==> src/rtl/core/psw_pkg.sv <==
// ----------------------------------------------------------------------------
// Priority schedule package
// Shared widths, slot and result word layouts, and sequencer states.
// ----------------------------------------------------------------------------
package psw_pkg;

    localparam int MAX_PROCS   = 64;
    localparam int SLOT_W      = $clog2(MAX_PROCS);
    localparam int CNT_W       = SLOT_W + 1;
    localparam int BURST_W     = 16;
    localparam int PRIO_W      = 8;
    localparam int ID_W        = 7;
    localparam int TIME_W      = 22;
    localparam int TOTAL_W     = 28;
    localparam int AVG_W       = 30;
    localparam int FRAC_W      = 8;
    localparam int DIVIDEND_W  = TOTAL_W + FRAC_W;
    localparam int DIV_STEP_W  = $clog2(DIVIDEND_W);
    localparam int IN_TDATA_W  = 24;
    localparam int OUT_TDATA_W = 136;

    typedef struct packed {
        logic [BURST_W-1:0] burst;
        logic [PRIO_W-1:0]  prio;
        logic [SLOT_W-1:0]  id;
    } slot_t;

    // Result word, lowest field last.
    typedef struct packed {
        logic               pad;
        logic [AVG_W-1:0]   avg_turn_q8;
        logic [AVG_W-1:0]   avg_wait_q8;
        logic [TIME_W-1:0]  turnaround;
        logic [TIME_W-1:0]  wait_time;
        logic [PRIO_W-1:0]  job_prio;
        logic [BURST_W-1:0] job_burst;
        logic [ID_W-1:0]    job_id;
    } out_word_t;

    typedef enum logic [3:0] {
        ST_IDLE,
        ST_INS,
        ST_PUT,
        ST_SUM,
        ST_DIVW_GO,
        ST_DIVW_RUN,
        ST_DIVT_GO,
        ST_DIVT_RUN,
        ST_EMIT_RD,
        ST_EMIT_LD
    } state_t;

endpackage

==> src/rtl/core/psw_store.sv <==
// ----------------------------------------------------------------------------
// Priority schedule job store
// Single-port-write, registered-read memory of job slots.
// ----------------------------------------------------------------------------
module psw_store
(
    input  logic                       clk,
    input  logic                       wr_en,
    input  logic [psw_pkg::SLOT_W-1:0] wr_addr,
    input  psw_pkg::slot_t             wr_data,
    input  logic [psw_pkg::SLOT_W-1:0] rd_addr,
    output psw_pkg::slot_t             rd_data
);
    import psw_pkg::*;

    slot_t mem_reg [MAX_PROCS];
    slot_t rd_data_reg;

    always_ff @(posedge clk)
    begin
        if (wr_en)
        begin
            mem_reg[wr_addr] <= wr_data;
        end
        rd_data_reg <= mem_reg[rd_addr];
    end

    assign rd_data = rd_data_reg;

endmodule

==> src/rtl/core/psw_div.sv <==
// ----------------------------------------------------------------------------
// Priority schedule divider
// Restoring divider, one quotient bit per cycle.
// ----------------------------------------------------------------------------
module psw_div
(
    input  logic                           clk,
    input  logic                           rst_n,
    input  logic                           start,
    input  logic [psw_pkg::DIVIDEND_W-1:0] dividend,
    input  logic [psw_pkg::CNT_W-1:0]      divisor,
    output logic                           done,
    output logic [psw_pkg::DIVIDEND_W-1:0] quotient
);
    import psw_pkg::*;

    logic                  busy_reg, busy_next;
    logic                  done_reg, done_next;
    logic [DIV_STEP_W-1:0] step_reg, step_next;
    logic [DIVIDEND_W-1:0] quo_reg, quo_next;
    logic [CNT_W-1:0]      rem_reg, rem_next;
    logic [CNT_W-1:0]      dvs_reg, dvs_next;
    logic [CNT_W:0]        shifted;
    logic                  ge;

    assign shifted = {rem_reg, quo_reg[DIVIDEND_W-1]};
    assign ge      = (shifted >= {1'b0, dvs_reg});

    always_comb
    begin
        busy_next = busy_reg;
        done_next = 1'b0;
        step_next = step_reg;
        quo_next  = quo_reg;
        rem_next  = rem_reg;
        dvs_next  = dvs_reg;
        if (start)
        begin
            busy_next = 1'b1;
            step_next = DIV_STEP_W'(DIVIDEND_W - 1);
            quo_next  = dividend;
            rem_next  = '0;
            dvs_next  = divisor;
        end
        else if (busy_reg)
        begin
            // shift in one dividend bit, subtract when it fits
            quo_next  = {quo_reg[DIVIDEND_W-2:0], ge};
            rem_next  = ge ? CNT_W'(shifted - {1'b0, dvs_reg}) : shifted[CNT_W-1:0];
            step_next = step_reg - DIV_STEP_W'(1);
            if (step_reg == '0)
            begin
                busy_next = 1'b0;
                done_next = 1'b1;
            end
        end
    end

    always_ff @(posedge clk or negedge rst_n)
    begin
        if (!rst_n)
        begin
            busy_reg <= 1'b0;
            done_reg <= 1'b0;
        end
        else
        begin
            busy_reg <= busy_next;
            done_reg <= done_next;
        end
    end

    always_ff @(posedge clk)
    begin
        step_reg <= step_next;
        quo_reg  <= quo_next;
        rem_reg  <= rem_next;
        dvs_reg  <= dvs_next;
    end

    assign done     = done_reg;
    assign quotient = quo_reg;

endmodule

==> src/rtl/core/priority_schedule_wait_times_core.sv <==
// Insertion: each job shifts up the stored jobs with a higher priority value (one per cycle)
//   and goes into the freed slot; a job that does not close the set returns to idle.
// The job that closes a set adds a summing pass, the two averages in turn on the shared
//   36-bit restoring divider, then one word per job, read once the output slot is free.
// Throughput: one job at a time; s_axis_tready is high only while the sequencer idles.
// Reset: rst_n clears the sequencer, job count and output valid; the store needs no clear.
// ----------------------------------------------------------------------------
// Priority schedule wait times core
// Non-preemptive priority scheduler: insertion-sorted job store, summing
// pass, shared divider for the averages, then schedule-order output.
// ----------------------------------------------------------------------------
module priority_schedule_wait_times_core
(
    input  logic                            clk,
    input  logic                            rst_n,
    // slave side: jobs in
    input  logic                            s_axis_tvalid,
    output logic                            s_axis_tready,
    // tdata: burst_time[15:0], prio[23:16]
    input  logic [psw_pkg::IN_TDATA_W-1:0]  s_axis_tdata,
    // tlast: last_job
    input  logic                            s_axis_tlast,
    // master side: scheduled jobs out
    output logic                            m_axis_tvalid,
    input  logic                            m_axis_tready,
    // tdata: job_id[6:0], job_burst[22:7], job_prio[30:23], wait_time[52:31],
    //        turnaround[74:53], avg_wait_q8[104:75], avg_turn_q8[134:105], zero[135]
    output logic [psw_pkg::OUT_TDATA_W-1:0] m_axis_tdata,
    // tlast: last_result
    output logic                            m_axis_tlast
);
    import psw_pkg::*;

    state_t                state_reg, state_next;
    logic [CNT_W-1:0]      count_reg, count_next;
    logic [CNT_W-1:0]      idx_reg, idx_next;
    logic                  vld_reg, vld_next;
    logic                  out_vld_reg, out_vld_next;
    logic                  out_last_reg, out_last_next;
    logic [SLOT_W-1:0]     pos_reg, pos_next;
    slot_t                 new_reg, new_next;
    logic                  last_reg, last_next;
    logic [TIME_W-1:0]     acc_reg, acc_next;
    logic [TOTAL_W-1:0]    wait_tot_reg, wait_tot_next;
    logic [TOTAL_W-1:0]    turn_tot_reg, turn_tot_next;
    logic [AVG_W-1:0]      avg_w_reg, avg_w_next;
    logic [AVG_W-1:0]      avg_t_reg, avg_t_next;
    out_word_t             out_reg, out_next;

    logic                  wr_en;
    logic [SLOT_W-1:0]     wr_addr;
    slot_t                 wr_data;
    logic [SLOT_W-1:0]     rd_addr;
    slot_t                 rd_data;

    logic                  div_start;
    logic [DIVIDEND_W-1:0] div_dividend;
    logic                  div_done;
    logic [DIVIDEND_W-1:0] div_quotient;

    logic                  in_hs;
    logic                  slot_free;
    logic                  shift_up;
    logic                  sched;
    logic                  emit_last;
    logic [CNT_W-1:0]      cnt_dec;
    logic [TIME_W-1:0]     acc_plus;

    assign in_hs     = s_axis_tvalid && s_axis_tready;
    assign slot_free = !out_vld_reg || m_axis_tready;
    // stored entry moves up while its value is strictly higher: ties keep arrival order
    assign shift_up  = (rd_data.prio > new_reg.prio);
    // a full store starts the schedule as if the last mark were set
    assign sched     = last_reg || (count_reg == CNT_W'(MAX_PROCS - 1));
    assign cnt_dec   = count_reg - CNT_W'(1);
    assign emit_last = (idx_reg == cnt_dec);
    assign acc_plus  = acc_reg + TIME_W'(rd_data.burst);

    psw_store u_store
    (
        .clk     (clk),
        .wr_en   (wr_en),
        .wr_addr (wr_addr),
        .wr_data (wr_data),
        .rd_addr (rd_addr),
        .rd_data (rd_data)
    );

    psw_div u_div
    (
        .clk      (clk),
        .rst_n    (rst_n),
        .start    (div_start),
        .dividend (div_dividend),
        .divisor  (count_reg),
        .done     (div_done),
        .quotient (div_quotient)
    );

    // Sequencer next state
    always_comb
    begin
        state_next = state_reg;
        case (state_reg)
            ST_IDLE:
            begin
                if (in_hs)
                begin
                    state_next = (count_reg == '0) ? ST_PUT : ST_INS;
                end
            end
            ST_INS:
            begin
                if (shift_up)
                begin
                    state_next = (pos_reg == SLOT_W'(1)) ? ST_PUT : ST_INS;
                end
                else
                begin
                    state_next = sched ? ST_SUM : ST_IDLE;
                end
            end
            ST_PUT:
            begin
                state_next = sched ? ST_SUM : ST_IDLE;
            end
            ST_SUM:
            begin
                if ((idx_reg == count_reg) && !vld_reg)
                begin
                    state_next = ST_DIVW_GO;
                end
            end
            ST_DIVW_GO:
            begin
                state_next = ST_DIVW_RUN;
            end
            ST_DIVW_RUN:
            begin
                if (div_done)
                begin
                    state_next = ST_DIVT_GO;
                end
            end
            ST_DIVT_GO:
            begin
                state_next = ST_DIVT_RUN;
            end
            ST_DIVT_RUN:
            begin
                if (div_done)
                begin
                    state_next = ST_EMIT_RD;
                end
            end
            ST_EMIT_RD:
            begin
                if (slot_free)
                begin
                    state_next = ST_EMIT_LD;
                end
            end
            ST_EMIT_LD:
            begin
                state_next = emit_last ? ST_IDLE : ST_EMIT_RD;
            end
            default:
            begin
                state_next = ST_IDLE;
            end
        endcase
    end

    // Sequencer outputs and datapath
    always_comb
    begin
        count_next    = count_reg;
        idx_next      = idx_reg;
        vld_next      = vld_reg;
        out_vld_next  = out_vld_reg && !m_axis_tready;
        out_last_next = out_last_reg;
        pos_next      = pos_reg;
        new_next      = new_reg;
        last_next     = last_reg;
        acc_next      = acc_reg;
        wait_tot_next = wait_tot_reg;
        turn_tot_next = turn_tot_reg;
        avg_w_next    = avg_w_reg;
        avg_t_next    = avg_t_reg;
        out_next      = out_reg;
        wr_en         = 1'b0;
        wr_addr       = pos_reg;
        wr_data       = new_reg;
        rd_addr       = idx_reg[SLOT_W-1:0];
        div_start     = 1'b0;
        div_dividend  = {wait_tot_reg, FRAC_W'(0)};

        case (state_reg)
            ST_IDLE:
            begin
                // fetch the top stored entry for the first compare
                rd_addr = cnt_dec[SLOT_W-1:0];
                if (in_hs)
                begin
                    new_next.burst = s_axis_tdata[BURST_W-1:0];
                    new_next.prio  = s_axis_tdata[BURST_W +: PRIO_W];
                    new_next.id    = count_reg[SLOT_W-1:0];
                    last_next      = s_axis_tlast;
                    pos_next       = count_reg[SLOT_W-1:0];
                end
            end
            ST_INS:
            begin
                wr_en = 1'b1;
                if (shift_up)
                begin
                    // move the entry one slot up, fetch the next one down
                    wr_data  = rd_data;
                    pos_next = pos_reg - SLOT_W'(1);
                    rd_addr  = pos_reg - SLOT_W'(2);
                end
                else
                begin
                    count_next    = count_reg + CNT_W'(1);
                    idx_next      = '0;
                    vld_next      = 1'b0;
                    acc_next      = '0;
                    wait_tot_next = '0;
                    turn_tot_next = '0;
                end
            end
            ST_PUT:
            begin
                wr_en         = 1'b1;
                count_next    = count_reg + CNT_W'(1);
                idx_next      = '0;
                vld_next      = 1'b0;
                acc_next      = '0;
                wait_tot_next = '0;
                turn_tot_next = '0;
            end
            ST_SUM:
            begin
                if (idx_reg != count_reg)
                begin
                    idx_next = idx_reg + CNT_W'(1);
                    vld_next = 1'b1;
                end
                else
                begin
                    vld_next = 1'b0;
                end
                if (vld_reg)
                begin
                    wait_tot_next = wait_tot_reg + TOTAL_W'(acc_reg);
                    turn_tot_next = turn_tot_reg + TOTAL_W'(acc_plus);
                    acc_next      = acc_plus;
                end
            end
            ST_DIVW_GO:
            begin
                div_start = 1'b1;
                idx_next  = '0;
                acc_next  = '0;
            end
            ST_DIVW_RUN:
            begin
                if (div_done)
                begin
                    avg_w_next = div_quotient[AVG_W-1:0];
                end
            end
            ST_DIVT_GO:
            begin
                div_start    = 1'b1;
                div_dividend = {turn_tot_reg, FRAC_W'(0)};
            end
            ST_DIVT_RUN:
            begin
                if (div_done)
                begin
                    avg_t_next = div_quotient[AVG_W-1:0];
                end
            end
            ST_EMIT_RD:
            begin
                rd_addr = idx_reg[SLOT_W-1:0];
            end
            ST_EMIT_LD:
            begin
                out_next.pad         = 1'b0;
                out_next.job_id      = ID_W'(rd_data.id) + ID_W'(1);
                out_next.job_burst   = rd_data.burst;
                out_next.job_prio    = rd_data.prio;
                out_next.wait_time   = acc_reg;
                out_next.turnaround  = acc_plus;
                out_next.avg_wait_q8 = avg_w_reg;
                out_next.avg_turn_q8 = avg_t_reg;
                out_last_next        = emit_last;
                out_vld_next         = 1'b1;
                acc_next             = acc_plus;
                idx_next             = idx_reg + CNT_W'(1);
                if (emit_last)
                begin
                    // set done: next job opens a new set with arrival number 1
                    count_next = '0;
                end
            end
            default:
            begin
                wr_en = 1'b0;
            end
        endcase
    end

    always_ff @(posedge clk or negedge rst_n)
    begin
        if (!rst_n)
        begin
            state_reg   <= ST_IDLE;
            count_reg   <= '0;
            idx_reg     <= '0;
            vld_reg     <= 1'b0;
            out_vld_reg <= 1'b0;
        end
        else
        begin
            state_reg   <= state_next;
            count_reg   <= count_next;
            idx_reg     <= idx_next;
            vld_reg     <= vld_next;
            out_vld_reg <= out_vld_next;
        end
    end

    always_ff @(posedge clk)
    begin
        out_last_reg <= out_last_next;
        pos_reg      <= pos_next;
        new_reg      <= new_next;
        last_reg     <= last_next;
        acc_reg      <= acc_next;
        wait_tot_reg <= wait_tot_next;
        turn_tot_reg <= turn_tot_next;
        avg_w_reg    <= avg_w_next;
        avg_t_reg    <= avg_t_next;
        out_reg      <= out_next;
    end

    assign s_axis_tready = (state_reg == ST_IDLE);
    assign m_axis_tvalid = out_vld_reg;
    assign m_axis_tdata  = out_reg;
    assign m_axis_tlast  = out_last_reg;

endmodule

==> config.mk <==
export PLATFORM = sky130hd
export DESIGN_NAME = priority_schedule_wait_times_core
export DESIGN_NICKNAME = d
export VERILOG_FILES = /design/src/rtl/core/psw_pkg.sv /design/src/rtl/core/psw_store.sv /design/src/rtl/core/psw_div.sv /design/src/rtl/core/priority_schedule_wait_times_core.sv
export SDC_FILE = /design/constraint.sdc
export NUM_CORES = 2
export LEC_CHECK = 0
export BUFFER_PORTS_ARGS = -buffer_cell sky130_fd_sc_hd__buf_2
export CAP_MARGIN = 20
export CORE_MARGIN = 2
export CORE_UTILIZATION = 48
export CTS_CLUSTER_SIZE = 40
export DETAILED_ROUTE_END_ITERATION = 10
export PLACE_DENSITY = 0.74
export SLEW_MARGIN = 30
export SYNTH_ARGS = -nofsm -noshare
export SYNTH_HDL_FRONTEND = slang
export SYNTH_SLANG_ARGS = --single-unit
==> constraint.sdc <==
create_clock -name clk -period 4.8 [get_ports clk]
set_input_delay 0.72 -clock clk [delete_from_list [all_inputs] [get_ports clk]]
set_output_delay 0.72 -clock clk [all_outputs]
set_load 0.03 [all_outputs]
==> impl_metrics.json <==
{
  "post-route-drc-count": 0,
  "powerDensity_nw_per_um2": 668,
  "r2r_cells": 16,
  "largest_reg_flops": 1920,
  "p_total_uw": 71400,
  "async_flop_share": 0.00941,
  "max_clock_freq_mhz": 218,
  "routed_wl_mm": 224,
  "wl_per_cell_um": 27.0,
  "clock_latency_ns": 0.86,
  "antenna_found_initial": 7,
  "ios": 168,
  "routabilityCongestion": 0.863,
  "setup_viol": 0,
  "worstReg2RegStart": "acc_reg[0]$_SDFFCE_PN0P_",
  "drtIter0Drc": 5552,
  "slew_headroom": 0.324,
  "final-hold-violation-count": 0,
  "drtPass1Iterations": 6,
  "period_needed_ns": 4.58,
  "worst_pin_slew_ns": 1.01,
  "clk_pin_slew_ns": 0.07,
  "routed-via-count": 50287,
  "syn_inst": 5096,
  "cts-root-buf": "clkbuf_16",
  "endpoint_kind": "flip-flop",
  "die_height_um": 444,
  "synth.avg_cell_area_sq_um": 18.2,
  "clock_path_buffers": 3,
  "ys_seq_elements": 2339,
  "synth_edf_count": 2274,
  "critPathKind": "reg2reg",
  "die_w_um": 444,
  "maxSlewViolCount": 0,
  "worstSetupStartpointType": "flip-flop",
  "cts_tree": "yes",
  "start_util": 0.483,
  "ant_nets": 0,
  "grt_pass1_wl_mm": 329,
  "synthFlopType": "edfxtp_1",
  "final.hold.worst_slack_ns": 0.0554,
  "fin_worst_skew_ns": 0.0403,
  "use_met3": 0.0394,
  "worstPathRequired_ns": 5.53,
  "cp-startpoint": "acc_reg[0]$_SDFFCE_PN0P_",
  "place_hpwl_mm": 135,
  "grt_use_met2": 0.373,
  "leakagePower_uw": 0.0353,
  "syn2layout_area_growth_pct": 15.0,
  "r2r_slack_ns": 0.22,
  "critPathMaxFanout": 4,
  "crit_arrival_ns": 5.32,
  "grt_use_total": 0.224,
  "r2r_end": "turn_tot_reg[23]$_SDFFCE_PN0P_",
  "fp-row-count": 161,
  "grt_max_degree": 139,
  "vdd_drop_max_mv": 0.624,
  "met1_usage": 0.297,
  "numCtsBuffers": 217,
  "cts.sinks": 2339,
  "h-tree-depth": 4,
  "finalCritPeriodShare": 0.955,
  "crit_path_end": "turn_tot_reg[23]$_SDFFCE_PN0P_",
  "drive_gt1_frac": 0.228,
  "top_usage_layer": "met2",
  "gr-total-overflow": 0,
  "first_global_vias": 50405,
  "seq_area_frac_synth": 0.751,
  "drv_cap": 0,
  "status": "finished clean",
  "syn_area_sq_um": 92900,
  "grt_setup_unrepaired": "yes",
  "die_area_sq_um": 197000,
  "min_from": "s_axis_tdata[8]",
  "synth_nets": 5217,
  "layout.nets": 5693,
  "core_area_sq_um": 192000,
  "yosys_warnings": 0,
  "avgViaCountPerCell": 6.07,
  "ys_types": 70,
  "portBuffers": 166,
  "hold_path_class": "in2reg"
}
synthesized netlist by cell type, types with 4 or more instances:
cell       number  share of area
nor2b_1       379          0.026
nand3b_1        5        0.00040
buf_6          22         0.0027
a21oi_1       195          0.011
xnor2_1        43         0.0041
buf_1          33         0.0013
nor4_1          6        0.00040
o22ai_1         4        0.00027
xor2_1         48         0.0045
edfxtp_1     2274           0.74
or3_1          16         0.0011
and2_1         34         0.0023
nor3_1         32         0.0017
buf_4          12        0.00097
mux4_2        360          0.087
mux2i_1       151          0.016
nand4_1        40         0.0027
o21ai_0        99         0.0053
o41ai_1       121          0.011
or2_2           5        0.00034
dfxtp_1        43         0.0093
and3_1         14        0.00094
buf_2          56         0.0030
nand2_1       303          0.012
a221oi_1      120          0.011
a41o_1          4        0.00043
o211ai_1        8        0.00065
fa_1            4        0.00086
ha_1           88          0.012
nand2b_1       10        0.00067
o21a_1         13         0.0011
clkbuf_1      142         0.0057
a211oi_1       17         0.0014
inv_1          52         0.0021
o2111ai_1       4        0.00038
nand3_1        32         0.0017
a211o_1         4        0.00038
a31oi_1        20         0.0013
nor2_1        181         0.0073
a21o_1         28         0.0023
dfrtp_1        22         0.0059
nor3b_1         6        0.00048
area by class of cell:
class                           count  area, sq um
Clock inverter                    110          956
Timing Repair Buffer              522         4280
Clock buffer                      293         5970
Tap cell                         2526         3160
Fill cell                       14025        85600
Antenna cell                        2         5.00
Multi-Input combinational cell   2438        22500
Inverter                           54          206
Sequential cell                  2339        69700
cell families (layout without fill, tap and decap cells):
kind of cell	after synthesis	after routing	share of synthesized area
other	1	3	0.0000404
XOR/XNOR	91	91	0.00858
AO/OA/AOI/OAI	668	668	0.0497
flip-flops	2339	2339	0.751
adder cells (fa/ha/maj)	92	92	0.0127
AND/OR/NAND/NOR	1075	1075	0.0590
buffers and inverters	319	979	0.0159
multiplexers	511	511	0.104
cells in the final DEF, fill, tap and decap left out, types with 51 or more instances in the layout:
cell / Yosys / final
o21ai_0: 99 / 89
a21oi_1: 195 / 194
clkbuf_1: 142 / 56
a221oi_1: 120 / 120
buf_4: 12 / 285
buf_2: 56 / 166
mux4_2: 360 / 360
clkbuf_16: 0 / 222
o41ai_1: 121 / 119
nor2_4: 1 / 68
edfxtp_1: 2274 / 2274
nor2_1: 181 / 112
ha_1: 88 / 87
mux2i_1: 151 / 151
inv_1: 52 / 51
buf_12: 0 / 56
nor2b_1: 379 / 378
nand2_1: 303 / 283
per-stage QoR:
step / util / setup TNS (ns) / instances / instance area [sq um] / setup WS, ns
2_1_floorplan: - / -65.96 / 5096 / 92900 / -0.147
3_3_place_gp: 0.517 / 0 / 7854 / 99500 / 0.0104
3_5_place_dp: 0.517 / -0.0801 / 7856 / 99500 / -0.0431
4_1_cts: 0.554 / 0 / 8277 / 107000 / 0.0976
5_1_grt: 0.555 / -0.131 / 8282 / 107000 / -0.0663
6_report: 0.555 / 0 / 8284 / 107000 / 0.218
critical path: stages, from the launching register on:
cell and delay (ns):
edfxtp_1 0.39, ha_1 0.25, fa_1 0.41, a21o_1 0.20, a21oi_1 0.22, nor2b_1 0.07
o21a_1 0.22, o21ai_1 0.21, xnor2_1 0.13, ha_1 0.37, nand2_1 0.12, or4_1 0.56
and3_1 0.24, o2111ai_2 0.32, a211oi_2 0.16, or4_1 0.52, nand3_1 0.09
worst min path at each step:
| stage | to | cells after the start |
|---|---|---|
| after floorplan | m_axis_tdata[100]$_DFFE_PP_ | 0 |
| after global placement | m_axis_tdata[128]$_DFFE_PP_ | 0 |
| after detailed placement | m_axis_tdata[82]$_DFFE_PP_ | 0 |
| after CTS | new_reg[24]$_DFFE_PP_ | 1 |
| after global routing | new_reg[22]$_DFFE_PP_ | 1 |
| final | new_reg[22]$_DFFE_PP_ | 1 |
layer usage:
metal / up-vias / share of wire
met1: 25913 / 0.38
li1: 21352 / -
met4: 2 / 0.036
met3: 437 / 0.089
met5: - / 0.000049
met2: 2583 / 0.49
report_power, final:
| group | internal (uW) | switching, uW |
|---|---|---|
| clock | 9290 | 7440 |
| sequential | 26200 | 1160 |
| combinational | 11200 | 16000 |
| total | 46700 | 24600 |
timing repair:
item | 4_1_cts | 5_1_grt
hold buffers | 12 | 0
setup buffers | 6 | 4
endpoints found under the hold margin | 33 | 0
resized for setup | 2 | 10
setup endpoints to repair | 4 | 13
pin swaps | 1 | 2
Note: power is estimated with default switching activity, not from simulation.
